[src/rtl/sonar_echo_median_ranger_defines.svh]
// Assertion macros for the sonar echo median ranger.
`ifndef SONAR_ECHO_MEDIAN_RANGER_DEFINES_SVH
`define SONAR_ECHO_MEDIAN_RANGER_DEFINES_SVH

`ifndef SYNTHESIS

// Same-cycle implication, checked out of reset.
`define SEMR_ASSERT_IMPLIES(lbl, clk, rst, ante, cons) \
   lbl: assert property (@(posedge clk) disable iff (rst) (ante) |-> (cons)) \
      else $error("implication check failed");

// Next-cycle implication, checked out of reset.
`define SEMR_ASSERT_NEXT(lbl, clk, rst, ante, cons) \
   lbl: assert property (@(posedge clk) disable iff (rst) (ante) |=> (cons)) \
      else $error("next-cycle check failed");

`else

`define SEMR_ASSERT_IMPLIES(lbl, clk, rst, ante, cons)
`define SEMR_ASSERT_NEXT(lbl, clk, rst, ante, cons)

`endif

`endif

[src/rtl/semr_pkg.sv]
// Shared types and constants for the sonar echo median ranger.
package semr_pkg;

   localparam int SAMPLE_COUNT = 3;
   localparam int SLOT_W       = 2;
   localparam int CFG_W        = 10;
   localparam int DIST_W       = 11;
   localparam int LIMIT_W      = 16;
   localparam int US_PER_CM    = 58;

   localparam logic [CFG_W-1:0]  MAX_RANGE_RESET = 10'd600;
   localparam logic [DIST_W-1:0] DIST_OUT_RANGE  = 11'h7FF;

   // floor(m / 58) = ((m >> 1) * RECIP) >> RECIP_SHIFT, exact for m < 1024 * 58
   localparam logic [15:0] RECIP       = 16'd36158;
   localparam int          RECIP_SHIFT = 20;

   localparam logic [SLOT_W-1:0] SLOT_FIRST = 2'd0;
   localparam logic [SLOT_W-1:0] SLOT_LAST  = 2'(SAMPLE_COUNT - 1);

   typedef struct packed {
      logic full;
      logic empty;
   } queue_status_type;

endpackage

[src/rtl/sonar_echo_median_ranger.sv]
// Top level of the sonar echo median ranger.
// Each request is one echo-pin edge (level and microsecond timestamp) and yields one
// response: the median of the last three valid pulse widths divided by 58, in
// centimeters, or -1 when that exceeds csr_wr_data as last written (reset 600).
// A rising edge latches the pulse start; a falling edge stores a width only if its
// time is later than the start. One request is taken per cycle unless req_stall is
// high (queue full); a response passes the queue write at acceptance, the median
// stage and the divide-and-range output register, in that order. A two-entry queue
// between front and back lets requests keep going while a response is stalled.
`include "sonar_echo_median_ranger_defines.svh"

module sonar_echo_median_ranger #(
   parameter int TIME_BITS = 32
) (
   input  logic                                clock,
   input  logic                                reset,
   input  logic                                req_valid,
   output logic                                req_stall,
   input  logic                                req_echo_level,
   input  logic [31:0]                         req_timestamp_us,
   output logic                                rsp_valid,
   input  logic                                rsp_stall,
   output logic signed [semr_pkg::DIST_W-1:0]  rsp_distance_cm,
   input  logic                                csr_wr_en,
   input  logic [semr_pkg::CFG_W-1:0]          csr_wr_data
);

   logic [semr_pkg::CFG_W-1:0]                        max_range_ff, max_range_in;
   semr_pkg::queue_status_type                        q_status;
   logic                                              push, pop;
   logic [semr_pkg::SAMPLE_COUNT-1:0][TIME_BITS-1:0]  push_samples, head_samples;
   logic [semr_pkg::DIST_W-1:0]                       dist_cm;

   assign max_range_in = csr_wr_en ? csr_wr_data : max_range_ff;

   always_ff @(posedge clock) begin
      if (reset) begin
         max_range_ff <= semr_pkg::MAX_RANGE_RESET;
      end else begin
         max_range_ff <= max_range_in;
      end
   end

   semr_front #(.TIME_BITS(TIME_BITS)) u_front (
      .clock            (clock),
      .reset            (reset),
      .req_valid        (req_valid),
      .req_stall        (req_stall),
      .req_echo_level   (req_echo_level),
      .req_timestamp_us (req_timestamp_us),
      .q_status         (q_status),
      .push             (push),
      .push_samples     (push_samples)
   );

   semr_queue #(.TIME_BITS(TIME_BITS)) u_queue (
      .clock        (clock),
      .reset        (reset),
      .push         (push),
      .push_samples (push_samples),
      .pop          (pop),
      .head_samples (head_samples),
      .status       (q_status)
   );

   semr_back #(.TIME_BITS(TIME_BITS)) u_back (
      .clock           (clock),
      .reset           (reset),
      .q_status        (q_status),
      .head_samples    (head_samples),
      .pop             (pop),
      .max_range       (max_range_ff),
      .rsp_valid       (rsp_valid),
      .rsp_stall       (rsp_stall),
      .rsp_distance_cm (dist_cm)
   );

   assign rsp_distance_cm = dist_cm;

   `SEMR_ASSERT_NEXT(a_accept_fills_queue, clock, reset, req_valid && !req_stall, !q_status.empty)
   `SEMR_ASSERT_IMPLIES(a_dist_code, clock, reset, rsp_valid, !dist_cm[10] || dist_cm == semr_pkg::DIST_OUT_RANGE)
   `SEMR_ASSERT_IMPLIES(a_dist_in_limit, clock, reset, rsp_valid && !dist_cm[10], dist_cm[9:0] <= max_range_ff)

endmodule

[src/rtl/semr_front.sv]
// Front end: accepts echo edges, tracks pulse start and the width ring.
module semr_front #(
   parameter int TIME_BITS = 32
) (
   input  logic                                                  clock,
   input  logic                                                  reset,
   input  logic                                                  req_valid,
   output logic                                                  req_stall,
   input  logic                                                  req_echo_level,
   input  logic [31:0]                                           req_timestamp_us,
   input  semr_pkg::queue_status_type                            q_status,
   output logic                                                  push,
   output logic [semr_pkg::SAMPLE_COUNT-1:0][TIME_BITS-1:0]      push_samples
);

   logic [TIME_BITS-1:0]                                  start_ff, start_in;
   logic [semr_pkg::SAMPLE_COUNT-1:0][TIME_BITS-1:0]      samples_ff, samples_in;
   logic [semr_pkg::SLOT_W-1:0]                           slot_ff, slot_in;
   logic [TIME_BITS-1:0]                                  now;

   assign req_stall = q_status.full;
   assign push      = req_valid && !q_status.full;
   assign now       = req_timestamp_us[TIME_BITS-1:0];

   always_comb begin
      start_in   = start_ff;
      samples_in = samples_ff;
      slot_in    = slot_ff;
      if (push) begin
         if (req_echo_level) begin
            start_in = now;
         end else if (now > start_ff) begin
            samples_in[slot_ff] = now - start_ff;
            slot_in = (slot_ff == semr_pkg::SLOT_LAST) ? semr_pkg::SLOT_FIRST
                                                       : slot_ff + 2'd1;
         end
      end
   end

   // carry the ring as it stands after this request
   assign push_samples = samples_in;

   always_ff @(posedge clock) begin
      if (reset) begin
         start_ff   <= '0;
         samples_ff <= '0;
         slot_ff    <= semr_pkg::SLOT_FIRST;
      end else begin
         start_ff   <= start_in;
         samples_ff <= samples_in;
         slot_ff    <= slot_in;
      end
   end

endmodule

[src/rtl/semr_queue.sv]
// Two-entry queue of sample snapshots between front and back.
module semr_queue #(
   parameter int TIME_BITS = 32
) (
   input  logic                                                  clock,
   input  logic                                                  reset,
   input  logic                                                  push,
   input  logic [semr_pkg::SAMPLE_COUNT-1:0][TIME_BITS-1:0]      push_samples,
   input  logic                                                  pop,
   output logic [semr_pkg::SAMPLE_COUNT-1:0][TIME_BITS-1:0]      head_samples,
   output semr_pkg::queue_status_type                            status
);

   logic [semr_pkg::SAMPLE_COUNT-1:0][TIME_BITS-1:0] mem_ff [2];
   logic       wr_ptr_ff, wr_ptr_in;
   logic       rd_ptr_ff, rd_ptr_in;
   logic [1:0] count_ff, count_in;
   logic       do_pop;

   assign status.full  = (count_ff == 2'd2);
   assign status.empty = (count_ff == 2'd0);
   assign do_pop       = pop && !status.empty;
   assign head_samples = mem_ff[rd_ptr_ff];

   always_comb begin
      wr_ptr_in = push   ? !wr_ptr_ff : wr_ptr_ff;
      rd_ptr_in = do_pop ? !rd_ptr_ff : rd_ptr_ff;
      count_in  = count_ff + 2'(push) - 2'(do_pop);
   end

   always_ff @(posedge clock) begin
      if (push) begin
         mem_ff[wr_ptr_ff] <= push_samples;
      end
   end

   always_ff @(posedge clock) begin
      if (reset) begin
         wr_ptr_ff <= 1'b0;
         rd_ptr_ff <= 1'b0;
         count_ff  <= 2'd0;
      end else begin
         wr_ptr_ff <= wr_ptr_in;
         rd_ptr_ff <= rd_ptr_in;
         count_ff  <= count_in;
      end
   end

endmodule

[src/rtl/semr_back.sv]
// Back end: median of three, range check and divide by 58, output register.
module semr_back #(
   parameter int TIME_BITS = 32
) (
   input  logic                                                  clock,
   input  logic                                                  reset,
   input  semr_pkg::queue_status_type                            q_status,
   input  logic [semr_pkg::SAMPLE_COUNT-1:0][TIME_BITS-1:0]      head_samples,
   output logic                                                  pop,
   input  logic [semr_pkg::CFG_W-1:0]                            max_range,
   output logic                                                  rsp_valid,
   input  logic                                                  rsp_stall,
   output logic [semr_pkg::DIST_W-1:0]                           rsp_distance_cm
);

   logic                          med_vld_ff, med_vld_in;
   logic [TIME_BITS-1:0]          med_ff, med_in;
   logic                          out_vld_ff, out_vld_in;
   logic [semr_pkg::DIST_W-1:0]   dist_ff, dist_in;
   logic                          out_adv, med_adv;
   logic [TIME_BITS-1:0]          lo, hi, mid;
   logic [semr_pkg::LIMIT_W-1:0]  limit;
   logic [14:0]                   half;
   logic [30:0]                   prod;
   logic                          in_range;

   assign out_adv = !out_vld_ff || !rsp_stall;
   assign med_adv = !med_vld_ff || out_adv;
   assign pop     = med_adv && !q_status.empty;

   // median: sort first pair, clamp upper by third, take larger of the two
   always_comb begin
      if (head_samples[0] > head_samples[1]) begin
         lo = head_samples[1];
         hi = head_samples[0];
      end else begin
         lo = head_samples[0];
         hi = head_samples[1];
      end
      mid    = (hi > head_samples[2]) ? head_samples[2] : hi;
      med_in = (lo > mid) ? lo : mid;
   end

   // distance exceeds max exactly when median reaches (max + 1) * 58
   assign limit    = (semr_pkg::LIMIT_W'(max_range) + 16'd1)
                     * semr_pkg::LIMIT_W'(semr_pkg::US_PER_CM);
   assign in_range = med_ff < TIME_BITS'(limit);
   assign half     = med_ff[15:1];
   assign prod     = 31'(half) * 31'(semr_pkg::RECIP);

   always_comb begin
      if (in_range) begin
         dist_in = {1'b0, prod[semr_pkg::RECIP_SHIFT +: semr_pkg::CFG_W]};
      end else begin
         dist_in = semr_pkg::DIST_OUT_RANGE;
      end
   end

   assign med_vld_in = med_adv ? pop : med_vld_ff;
   assign out_vld_in = out_adv ? med_vld_ff : out_vld_ff;

   always_ff @(posedge clock) begin
      if (pop) begin
         med_ff <= med_in;
      end
      if (out_adv && med_vld_ff) begin
         dist_ff <= dist_in;
      end
   end

   always_ff @(posedge clock) begin
      if (reset) begin
         med_vld_ff <= 1'b0;
         out_vld_ff <= 1'b0;
      end else begin
         med_vld_ff <= med_vld_in;
         out_vld_ff <= out_vld_in;
      end
   end

   assign rsp_valid       = out_vld_ff;
   assign rsp_distance_cm = dist_ff;

endmodule

[config.mk]
export PLATFORM = sky130hd
export DESIGN_NAME = sonar_echo_median_ranger
export DESIGN_NICKNAME = d
export VERILOG_FILES = /design/src/rtl/semr_pkg.sv /design/src/rtl/sonar_echo_median_ranger.sv /design/src/rtl/semr_front.sv /design/src/rtl/semr_queue.sv /design/src/rtl/semr_back.sv
export VERILOG_INCLUDE_DIRS = /design/src /design/src/rtl
export SDC_FILE = /design/constraint.sdc
export NUM_CORES = 1
export LEC_CHECK = 0
export BUFFER_PORTS_ARGS = -buffer_cell sky130_fd_sc_hd__buf_2
export CAP_MARGIN = 20
export CORE_MARGIN = 5
export CORE_UTILIZATION = 60
export DETAILED_ROUTE_END_ITERATION = 7
export PLACE_DENSITY = 0.81
export SLEW_MARGIN = 20
export SYNTH_ARGS = -nofsm -noshare
export SYNTH_HDL_FRONTEND = slang
export SYNTH_SLANG_ARGS = --single-unit
[constraint.sdc]
create_clock -name clock -period 12.88 [get_ports clock]
set_input_delay 1.932 -clock clock [delete_from_list [all_inputs] [get_ports clock]]
set_output_delay 1.932 -clock clock [all_outputs]
set_load 0.01 [all_outputs]
# Word level (Yosys, flattened, before mapping)
# Memories as Yosys holds them, arrays and structs flattened. A register that Yosys moved wholly into a read port is not among the register bits.
# Index checks and enable logic that the tools add are counted.
# totals
regBits,189
mem_bits_rw,192
memories,1
# classes
addsub,5
n_mul,2
magnitude_cmp,7
eq_ne,2
n_mux,16
bitwise,1
reduce_logical,17
# memory_table
name,depth,word_bits,read_ports,rd_ports_with_merged_regs,write_ports,line_no,text
u_queue.mem_ff,2,96,1,1,1,semr_queue.sv:14,logic [semr_pkg::SAMPLE_COUNT-1:0][TIME_BITS-1:0] mem_ff [2];
# ops
operator,n
$mux W96,3
$mux W32,5
$gt A32 B32 Y1,4
$bwmux W96,1
$demux W32 S2,1
$lt A32 B16 Y1,1
$sub A32 B32 Y32,1
$mul A15 B15 Y29 const B,1
$mul A16 B5 Y15 const B,1
$add A10 B1 Y11 const B,1
$mux W11,1
$logic_not A1 Y1,7
$logic_and A1 B1 Y1,5
$eq A2 B2 Y1 const B,2
$mux W1,4
$lt A2 B3 Y1 const B,1
$reduce_and A3 Y1,1
$add A2 B1 Y2,1
$add A2 B1 Y2 const B,1
$ge A2 B1 Y1 const B,1
$logic_not A2 Y1,1
$logic_or A1 B1 Y1,2
$mux W2,1
$reduce_and A2 Y1,1
other kinds (2),2

# Longest topological paths before layout
# Gate-level depths: netlist (run 1).
# depth
word_depth,8
depth_mapped,36
ltp_nobuf,30

# Modules after synthesis
# From an unflattened synthesis (run 1), not the netlist that was laid out.
# unflattened
hier_cells,2444
area_unflattened_um2,26086.3
# modules_own_cells
module,instances,cells_per_inst,area_each_um2,seq_area_each_um2
semr_back,1,1273,11056.9,1301.2
semr_queue,1,322,7368.3,5865.6
semr_front,1,817,7298.2,2602.5
sonar_echo_median_ranger,1,32,362.8,200.2

# Worst setup path before layout (run 1)
# OpenSTA, ideal clock, no wires.
# synth_path
kind,register to register
from,register with a tool-made name
to,"register u_back.med_ff[1], data pin"
arrival_ps,7624
t_required_ps,12606
setup_slack_ps,4982
path_stages_with_launch,35
path_buffers,6
period_less_slack_ps,7898
path_cell_list,dfxtp_1 -> clkbuf_1 -> clkbuf_1 -> buf_1 -> mux2i_1 -> inv_1 -> ha_1 -> a21oi_1 -> o21ai_0 -> a221oi_1 -> o21ai_0 -> o21ai_1 -> clkbuf_1 -> mux2i_1 -> ha_1 -> a21oi_1 -> o22ai_1 -> a211o_1 -> a21oi_1 -> o211ai_1 -> nor4bb_1 -> a21o_1 -> clkbuf_1 -> nor3_1 -> or2_1 -> ha_1 -> a21o_1 -> a21o_1 -> a21oi_1 -> o21ai_0 -> a31oi_1 -> o221ai_1 -> o21ai_0 -> clkbuf_1 -> a32oi_1
# synth_rtl
element,line_no,text
end signal: assignment,semr_back.sv:64,med_ff <= med_in;
end: declaration,semr_back.sv:17,"logic [TIME_BITS-1:0] med_ff, med_in;"

==> impl_metrics.yaml, run 1 <==
clocking:
  cts_buffer_depth: 3
  clock-sinks: 381
  path_clk_slew_ps: 60
  cts_hold_buf: 0
  h-tree-depth: 2
  insertion_delay_ps: 580
  root_buffer: "clkbuf_16"
  cts_tree: "built"
  cts_setup_buffers: 0
  cts_buffers: 40
  cts_resized: 0
yosys:
  ys.flop_type: "edfxtp_1"
  synth-seq-area-share: 0.388
  yosys.area.top_type: "edfxtp_1"
  ys_ff_latch: 381
  syn-num-nets: 2867
  synth.top_cells.by_count: "inv_1 (303), ha_1 (284), edfxtp_1 (234)"
  yosysWarnings: 0
  avgSynthCellArea_um2: 10.5
  synth_cell_types: 79
  synth_top_area_share: 0.273
  synthCells: 2440
  synth-edff-count: 234
  synth_area_leaders: "edfxtp_1 (27%), ha_1 (14%), dfxtp_1 (11%)"
  synthArstFlopShare: 0
  syn_area_um2: 25700
  yosysMostFrequentCell: "inv_1"
critical_path:
  crit_type: "flop to flop"
  start_kind: "flop"
  slowest_stage: "dfxtp_4"
  cp.arrival_ps: 10140
  critPathCaptureType: "flop"
  slowest_delay_ps: 870
  path_common_cell: "buf_4"
  cp_max_fo: 51
  cp.required_ps: 13180
floorplanning:
  core.rowCount: 75
  io_pins: 61
  start_util: 0.610
  design.core.area_um2: 42100
  die_h_um: 217
  die_x_um: 217
  die_area_um2: 47100
grt:
  grt_use_total: 0.240
  grt_pass1_wl_um: 91400
  grt_pass1_vias: 17837
  antenna_found_initial: 0
  met1_usage: 0.318
  grt_use_met3: 0.0349
  grt_overflow_total: 0
  groute.layer.met2.usage: 0.409
  grt_max_degree: 99
  top_usage_layer: "met2"
timing:
  timing.hold.ws_ps: 451
  min_period_over_period: 0.764
  finalMaxSlewViolations: 0
  hold_viol: 0
  finalCriticalPeriod_ps: 9840
  tightest_slew_ps: 1050
  grt_setup_unrepaired: "no"
  tns_ps: 0
  fmax_mhz: 102
  skew_ps: 33.6
  final-setup-viol-count: 0
  slew_headroom: 0.300
run_status:
  outcome: "complete, no violations"
placement:
  port_buffers: 60
  dp_hpwl_um: 42700
  gp_congestion: 0.926
route:
  avgRoutedWirePerCell_um: 18.6
  drt-initial-drc-count: 1286
  final_antenna_net_count: 0
  drc: 0
  routed_wl_um: 56700
  vias: 17821
  first_pass_iters: 8
  vias_per_cell: 5.85
run:
  cap_violations: 0
finish:
  layout-drive-gt1-share: 0.114
  num-nets-final: 2902
  area_growth_pct: 8.40
  antenna_cells: 0
worst_hold_path:
  hp-class: "flop to flop"
state kept, by name, summed over array words and instances, names as in the netlist, 2 cells and up, named ones only:
register,flops
max_range_ff,10
u_queue.mem_ff,192
u_back.rsp_distance_cm,11
u_queue.count_ff,2
u_front.samples_ff,96
u_front.start_ff,32
u_back.med_ff,31
u_front.slot_ff,2
critical path, delay by kind of cell, from the launching register on:
kind / cells / cell delay (ps)
adders and majority gates: 3 / 920
buffers and inverters: 6 / 1950
DFF: 1 / 870
and+or+nand+nor: 7 / 2040
muxes: 2 / 650
AOI/OAI and AO/OA: 13 / 3010
cells in the final DEF (no fill, tap or decap), types with 24 or more instances in the layout:
cell type and n:
a31oi_1 30, o31ai_1 24, mux2_2 43, nand3_1 49, nand2_1 160, nand4_1 31
clkbuf_16 40, nor2_1 101, edfxtp_1 234, mux2_4 64, mux2i_1 103, fa_1 95
a21oi_1 156, dfxtp_1 146, inv_1 303, o21ai_0 52, a21o_1 42, xnor2_1 39
nand2b_1 30, buf_2 59, ha_1 284, nor3_1 36, nor2b_1 89
stage by stage:
| stage | cells | util | setup WS, ps | instance area, um^2 |
|---|---|---|---|---|
| 3_5_place_dp | 2971 | 0.627 | 3150 | 26400 |
| 2_1_floorplan | 2440 | - | 4980 | 25700 |
| 6_report | 3046 | 0.661 | 3040 | 27900 |
| 3_3_place_gp | 2971 | 0.627 | 3400 | 26400 |
| 5_1_grt | 3046 | 0.661 | 2420 | 27900 |
| 4_1_cts | 3045 | 0.660 | 3130 | 27800 |
final timing paths:
path / startpoint / to / slack, ps / depth (start not counted)
max: flop / u_back.med_ff[19]$_DFFE_PP_ / 3040 / 31
min: u_front.start_ff[26]$_SDFFE_PP0P_ / u_front.start_ff[26]$_SDFFE_PP0P_ / 450 / 2
max reg2reg: flop / u_back.med_ff[19]$_DFFE_PP_ / 3040 / 31
min reg2reg: u_front.start_ff[26]$_SDFFE_PP0P_ / u_front.start_ff[26]$_SDFFE_PP0P_ / 450 / 2
cells by family (layout without fill, tap and decap cells):
| group | after synthesis | count (layout) | synth area share |
|---|---|---|---|
| buf+inv | 389 | 456 | 0.0597 |
| mux | 210 | 210 | 0.0964 |
| compound gates | 420 | 420 | 0.104 |
| simple gates | 603 | 603 | 0.120 |
| flops | 381 | 381 | 0.388 |
| fa+ha+maj | 379 | 379 | 0.212 |
| xor+xnor | 58 | 58 | 0.0198 |
routing by layer:
layer,vias up,wire [um],share of wire
met5,-,0,0
met4,0,1740,0.031
met3,110,2960,0.052
met2,489,27300,0.48
met1,8609,24700,0.44
li1,8613,-,-
area by class of cell:
type / instances / area [um^2]
fill: 3170 / 14300
multi-input combinational: 1670 / 14200
sequential: 381 / 9970
inverter: 303 / 1140
clock buffer: 56 / 1130
tap: 539 / 674
timing repair buffer: 79 / 465
clock inverter: 18 / 258
Power of run 1 is left out: the tool's default activity adds up to more than one toggle a clock period on the data nets, which glitch-free logic cannot reach.
==> run 2, diff against run 1 <==
--- a/config.mk
+++ b/config.mk
@@ -9,9 +9,9 @@
 export BUFFER_PORTS_ARGS = -buffer_cell sky130_fd_sc_hd__buf_2
 export CAP_MARGIN = 20
 export CORE_MARGIN = 5
-export CORE_UTILIZATION = 60
+export CORE_UTILIZATION = 58
 export DETAILED_ROUTE_END_ITERATION = 7
-export PLACE_DENSITY = 0.81
+export PLACE_DENSITY = 0.82
 export SLEW_MARGIN = 20
 export SYNTH_ARGS = -nofsm -noshare
 export SYNTH_HDL_FRONTEND = slang
==> constraint.sdc (replaced) <==
create_clock -name clock -period 8.5 [get_ports clock]
set_input_delay 1.275 -clock clock [delete_from_list [all_inputs] [get_ports clock]]
set_output_delay 1.275 -clock clock [all_outputs]
set_load 0.01 [all_outputs]
==> impl_metrics.yaml, run 2 (synthesis gave the netlist of run 1 again) <==
run_status:
  outcome: "complete, no violations"
finish:
  reg.largest.list: "u_queue.mem_ff x192, u_front.samples_ff x96, u_front.start_ff x32"
  mostFrequentLayoutCells: "inv_1 (303), ha_1 (284), edfxtp_1 (234)"
  final-seq-area_um2: 9970
  final_common_cell: "inv_1"
  largest_reg_flops: 192
  top_register: "u_queue.mem_ff"
  antenna_cells: 0
  area_growth_pct: 9.49
  num-nets-final: 2909
  layout-drive-gt1-share: 0.121
  fillerInstances: 3345
  multi_input_area_um2: 14300
timing:
  tns_ps: 0
  min_period_over_period: 0.939
  fmax_mhz: 125
  skew_ps: 25.7
  finalMaxSlewViolations: 0
  final-setup-viol-count: 0
  hold_viol: 0
  finalCriticalPeriod_ps: 7980
  tightest_slew_ps: 1060
  slew_headroom: 0.291
clocking:
  cts_hold_buf: 0
  insertion_delay_ps: 570
  h-tree-depth: 2
  cts_buffer_depth: 3
  cts_buffers: 40
  root_buffer: "clkbuf_16"
  cts_setup_buffers: 0
  cts_tree: "built"
  path_clk_slew_ps: 70
  clock-sinks: 381
grt:
  grt_pass1_vias: 18359
  grt_pass1_wl_um: 93300
  grt_max_degree: 91
  antenna_found_initial: 0
  grt_overflow_total: 0
  grt_use_total: 0.241
route:
  avgRoutedWirePerCell_um: 18.7
  routed_wl_um: 58100
  vias_per_cell: 5.76
  first_pass_iters: 5
  final_antenna_net_count: 0
  drt-initial-drc-count: 1264
  drc: 0
  vias: 17903
critical_path:
  reg2reg_slack_ps: 520
  slowest_stage: "dfxtp_4"
  start_kind: "flop"
  cp.arrival_ps: 8270
  crit_type: "flop to flop"
  cp.required_ps: 8790
  slowest_delay_ps: 530
  path_common_cell: "a21o_1"
  critPathCaptureType: "flop"
  cp_max_fo: 33
floorplanning:
  design.core.area_um2: 44000
  die_x_um: 220
  start_util: 0.584
  core.rowCount: 77
  die_h_um: 220
  io_pins: 61
  die_area_um2: 48600
placement:
  gp_congestion: 0.942
  dp_hpwl_um: 44700
  port_buffers: 60
worst_hold_path:
  hp-class: "flop to flop"
run:
  cap_violations: 0
-- run 2: cell types whose count changed in the layout (fill, tap and decap cells not counted), sizes merged --
cell      change
clkinv        +3
clkbuf        -8
clkinvlp      -2
buf           +7
bufinv        +2
inv           +5
-- run 2: final cells by class --
class,count,area share
Clock buffer,48,0.0392
Clock inverter,26,0.0118
Inverter,303,0.0404
Multi-Input combinational cell,1670,0.507
Sequential cell,381,0.354
Tap cell,592,0.0263
Timing Repair Buffer,86,0.0206
-- run 2: critical path, delay by kind of cell (launching register included) --
| family | cells | cell delay, ps |
|---|---|---|
| compound gates | 16 | 3360 |
| simple gates | 5 | 1320 |
| fa+ha+maj | 3 | 900 |
| buf+inv | 4 | 890 |
| mux | 2 | 670 |
| flops | 1 | 530 |
-- run 2: through the flow --
step	utilization	instance area [um^2]	hold WS, ps	worst slack [ps]	cells
finish	0.639	28100	453	516	3106
global route	0.639	28100	472	-127	3106
CTS	0.637	28100	454	214	3105
detailed placement	0.605	26600	446	271	3031
global placement	0.605	26600	441	492	3031
floorplan	-	25700	436	602	2440
-- run 2: final timing paths --
| path | start | end | cells after the start |
|---|---|---|---|
| min reg2reg | u_front.start_ff[10]$_SDFFE_PP0P_ | u_front.start_ff[10]$_SDFFE_PP0P_ | 2 |
| min | u_front.start_ff[10]$_SDFFE_PP0P_ | u_front.start_ff[10]$_SDFFE_PP0P_ | 2 |
| max reg2reg | flop | u_back.med_ff[1]$_DFFE_PP_ | 30 |
| max | flop | u_back.med_ff[1]$_DFFE_PP_ | 30 |
-- run 2: per-layer routing --
metal  part of all wire  global-route usage
met5                  0                   0
met3              0.055              0.0445
met4              0.037              0.0924
met2               0.47               0.402
met1               0.43               0.316
-- run 2: what timing repair did --
item	in CTS	in global routing
endpoints found under the setup margin	0	31
hold endpoints to repair	0	0
gates resized for setup	0	10
Power of run 2 is left out for the same reason.
==> run 3, diff against run 2 <==
--- a/config.mk
+++ b/config.mk
@@ -12,6 +12,7 @@
 export CORE_UTILIZATION = 58
 export DETAILED_ROUTE_END_ITERATION = 7
 export PLACE_DENSITY = 0.82
+export REMOVE_ABC_BUFFERS = 1
 export SLEW_MARGIN = 20
 export SYNTH_ARGS = -nofsm -noshare
 export SYNTH_HDL_FRONTEND = slang
==> impl_metrics.yaml, run 3 (synthesis gave the netlist of run 1 again) <==
finish:
  largest_reg_flops: 192
  final_common_cell: "inv_1"
  multi_input_area_um2: 14300
  reg.largest.list: "u_queue.mem_ff x192, u_front.samples_ff x96, u_front.start_ff x32"
  num-nets-final: 2922
  fillerInstances: 3418
  stdcell_area_um2: 28100
  final_core_util: 0.638
  layout-drive-gt1-share: 0.125
  final-seq-area_um2: 9970
  antenna_cells: 0
  area_growth_pct: 9.40
  mostFrequentLayoutCells: "inv_1 (303), ha_1 (284), edfxtp_1 (234)"
  top_register: "u_queue.mem_ff"
clocking:
  clock-sinks: 381
  h-tree-depth: 2
  root_buffer: "clkbuf_16"
  path_clk_slew_ps: 60
  cts_buffer_depth: 3
  cts_tree: "built"
  cts_hold_buf: 0
  cts_buffers: 41
  insertion_delay_ps: 560
critical_path:
  path_common_cell: "buf_4"
  cp.required_ps: 8820
  slowest_delay_ps: 410
  start_kind: "flop"
  critPathCaptureType: "flop"
  cp.arrival_ps: 8500
  crit_type: "flop to flop"
  slowest_stage: "dfxtp_4"
  cp_max_fo: 38
grt:
  antenna_found_initial: 0
  grt_pass1_vias: 18551
  grt_max_degree: 90
  grt_pass1_wl_um: 96700
  grt_overflow_total: 0
  grt_use_total: 0.250
timing:
  fmax_mhz: 122
  slew_headroom: 0.279
  skew_ps: 28.5
  tightest_slew_ps: 1080
  hold_viol: 0
  timing.final.ws_setup_ps: 326
  final-setup-viol-count: 0
  tns_ps: 0
  finalMaxSlewViolations: 0
  finalCriticalPeriod_ps: 8170
  min_period_over_period: 0.962
placement:
  place_area_um2: 26700
  dp_hpwl_um: 45900
  port_buffers: 60
  place_ws_ps: -257
  gp_congestion: 0.987
route:
  first_pass_iters: 5
  routed_wl_um: 60700
  avgRoutedWirePerCell_um: 19.5
  vias: 18345
  final_antenna_net_count: 0
  drt-initial-drc-count: 1423
  vias_per_cell: 5.88
  drc: 0
floorplanning:
  core.rowCount: 77
  io_pins: 61
  die_h_um: 220
  design.core.area_um2: 44000
  die_x_um: 220
  start_util: 0.584
  die_area_um2: 48600
run:
  cap_violations: 0
worst_hold_path:
  hp-class: "flop to flop"
run_status:
  outcome: "complete, no violations"
[run 3: changes by cell type in the layout (fill, tap and decap cells not counted), sizes merged]
| cell | change |
|---|---|
| bufinv | -4 |
| buf | +11 |
| a21o | +1 |
| clkbuf | +10 |
| inv | -5 |
| clkinvlp | +4 |
| clkinv | -4 |
[run 3: final cells by class]
cell class | count | share of cell area
tap | 592 | 0.0263
clock inverter | 17 | 0.00570
clock buffer | 58 | 0.0420
sequential | 381 | 0.355
multi-input combinational | 1671 | 0.508
inverter | 303 | 0.0405
timing repair buffer | 97 | 0.0226
[run 3: per-stage QoR]
| step | hold WS [ps] | instances |
|---|---|---|
| 2_1_floorplan | 430 | 2354 |
| 3_3_place_gp | 441 | 3040 |
| 3_5_place_dp | 447 | 3040 |
| 4_1_cts | 455 | 3115 |
| 5_1_grt | 473 | 3119 |
| 6_report | 454 | 3119 |
[run 3: timing repair]
action / 4_1_cts / 5_1_grt
buffers inserted: 0 / 3
setup endpoints to repair: 31 / 31
gates resized for setup: 3 / 10
pin swaps: 0 / 3
cloned: 0 / 1
[run 3: final timing paths]
kind,cells after the start,from,end,slack [ps]
max,35,flop,u_back.med_ff[30]$_DFFE_PP_,330
min,2,u_front.start_ff[18]$_SDFFE_PP0P_,u_front.start_ff[18]$_SDFFE_PP0P_,450
max reg2reg,35,flop,u_back.med_ff[30]$_DFFE_PP_,330
min reg2reg,2,u_front.start_ff[18]$_SDFFE_PP0P_,u_front.start_ff[18]$_SDFFE_PP0P_,450
[run 3: routing by layer]
layer  up-vias  GRT usage  wire, um
met2       603      0.433     29600
li1       8677          -         -
met5         -          0         0
met4         0      0.112      2790
met3       183     0.0319      3240
met1      8882      0.315     25000
[run 3: critical path, delay by kind of cell, from the launching register on]
family | cells | cell delay [ps]
muxes | 2 | 660
DFF | 1 | 410
AOI/OAI and AO/OA | 15 | 3220
adders and majority gates | 3 | 880
buffers and inverters | 7 | 1320
and+or+nand+nor | 8 | 1420
Power of run 3 is left out for the same reason.
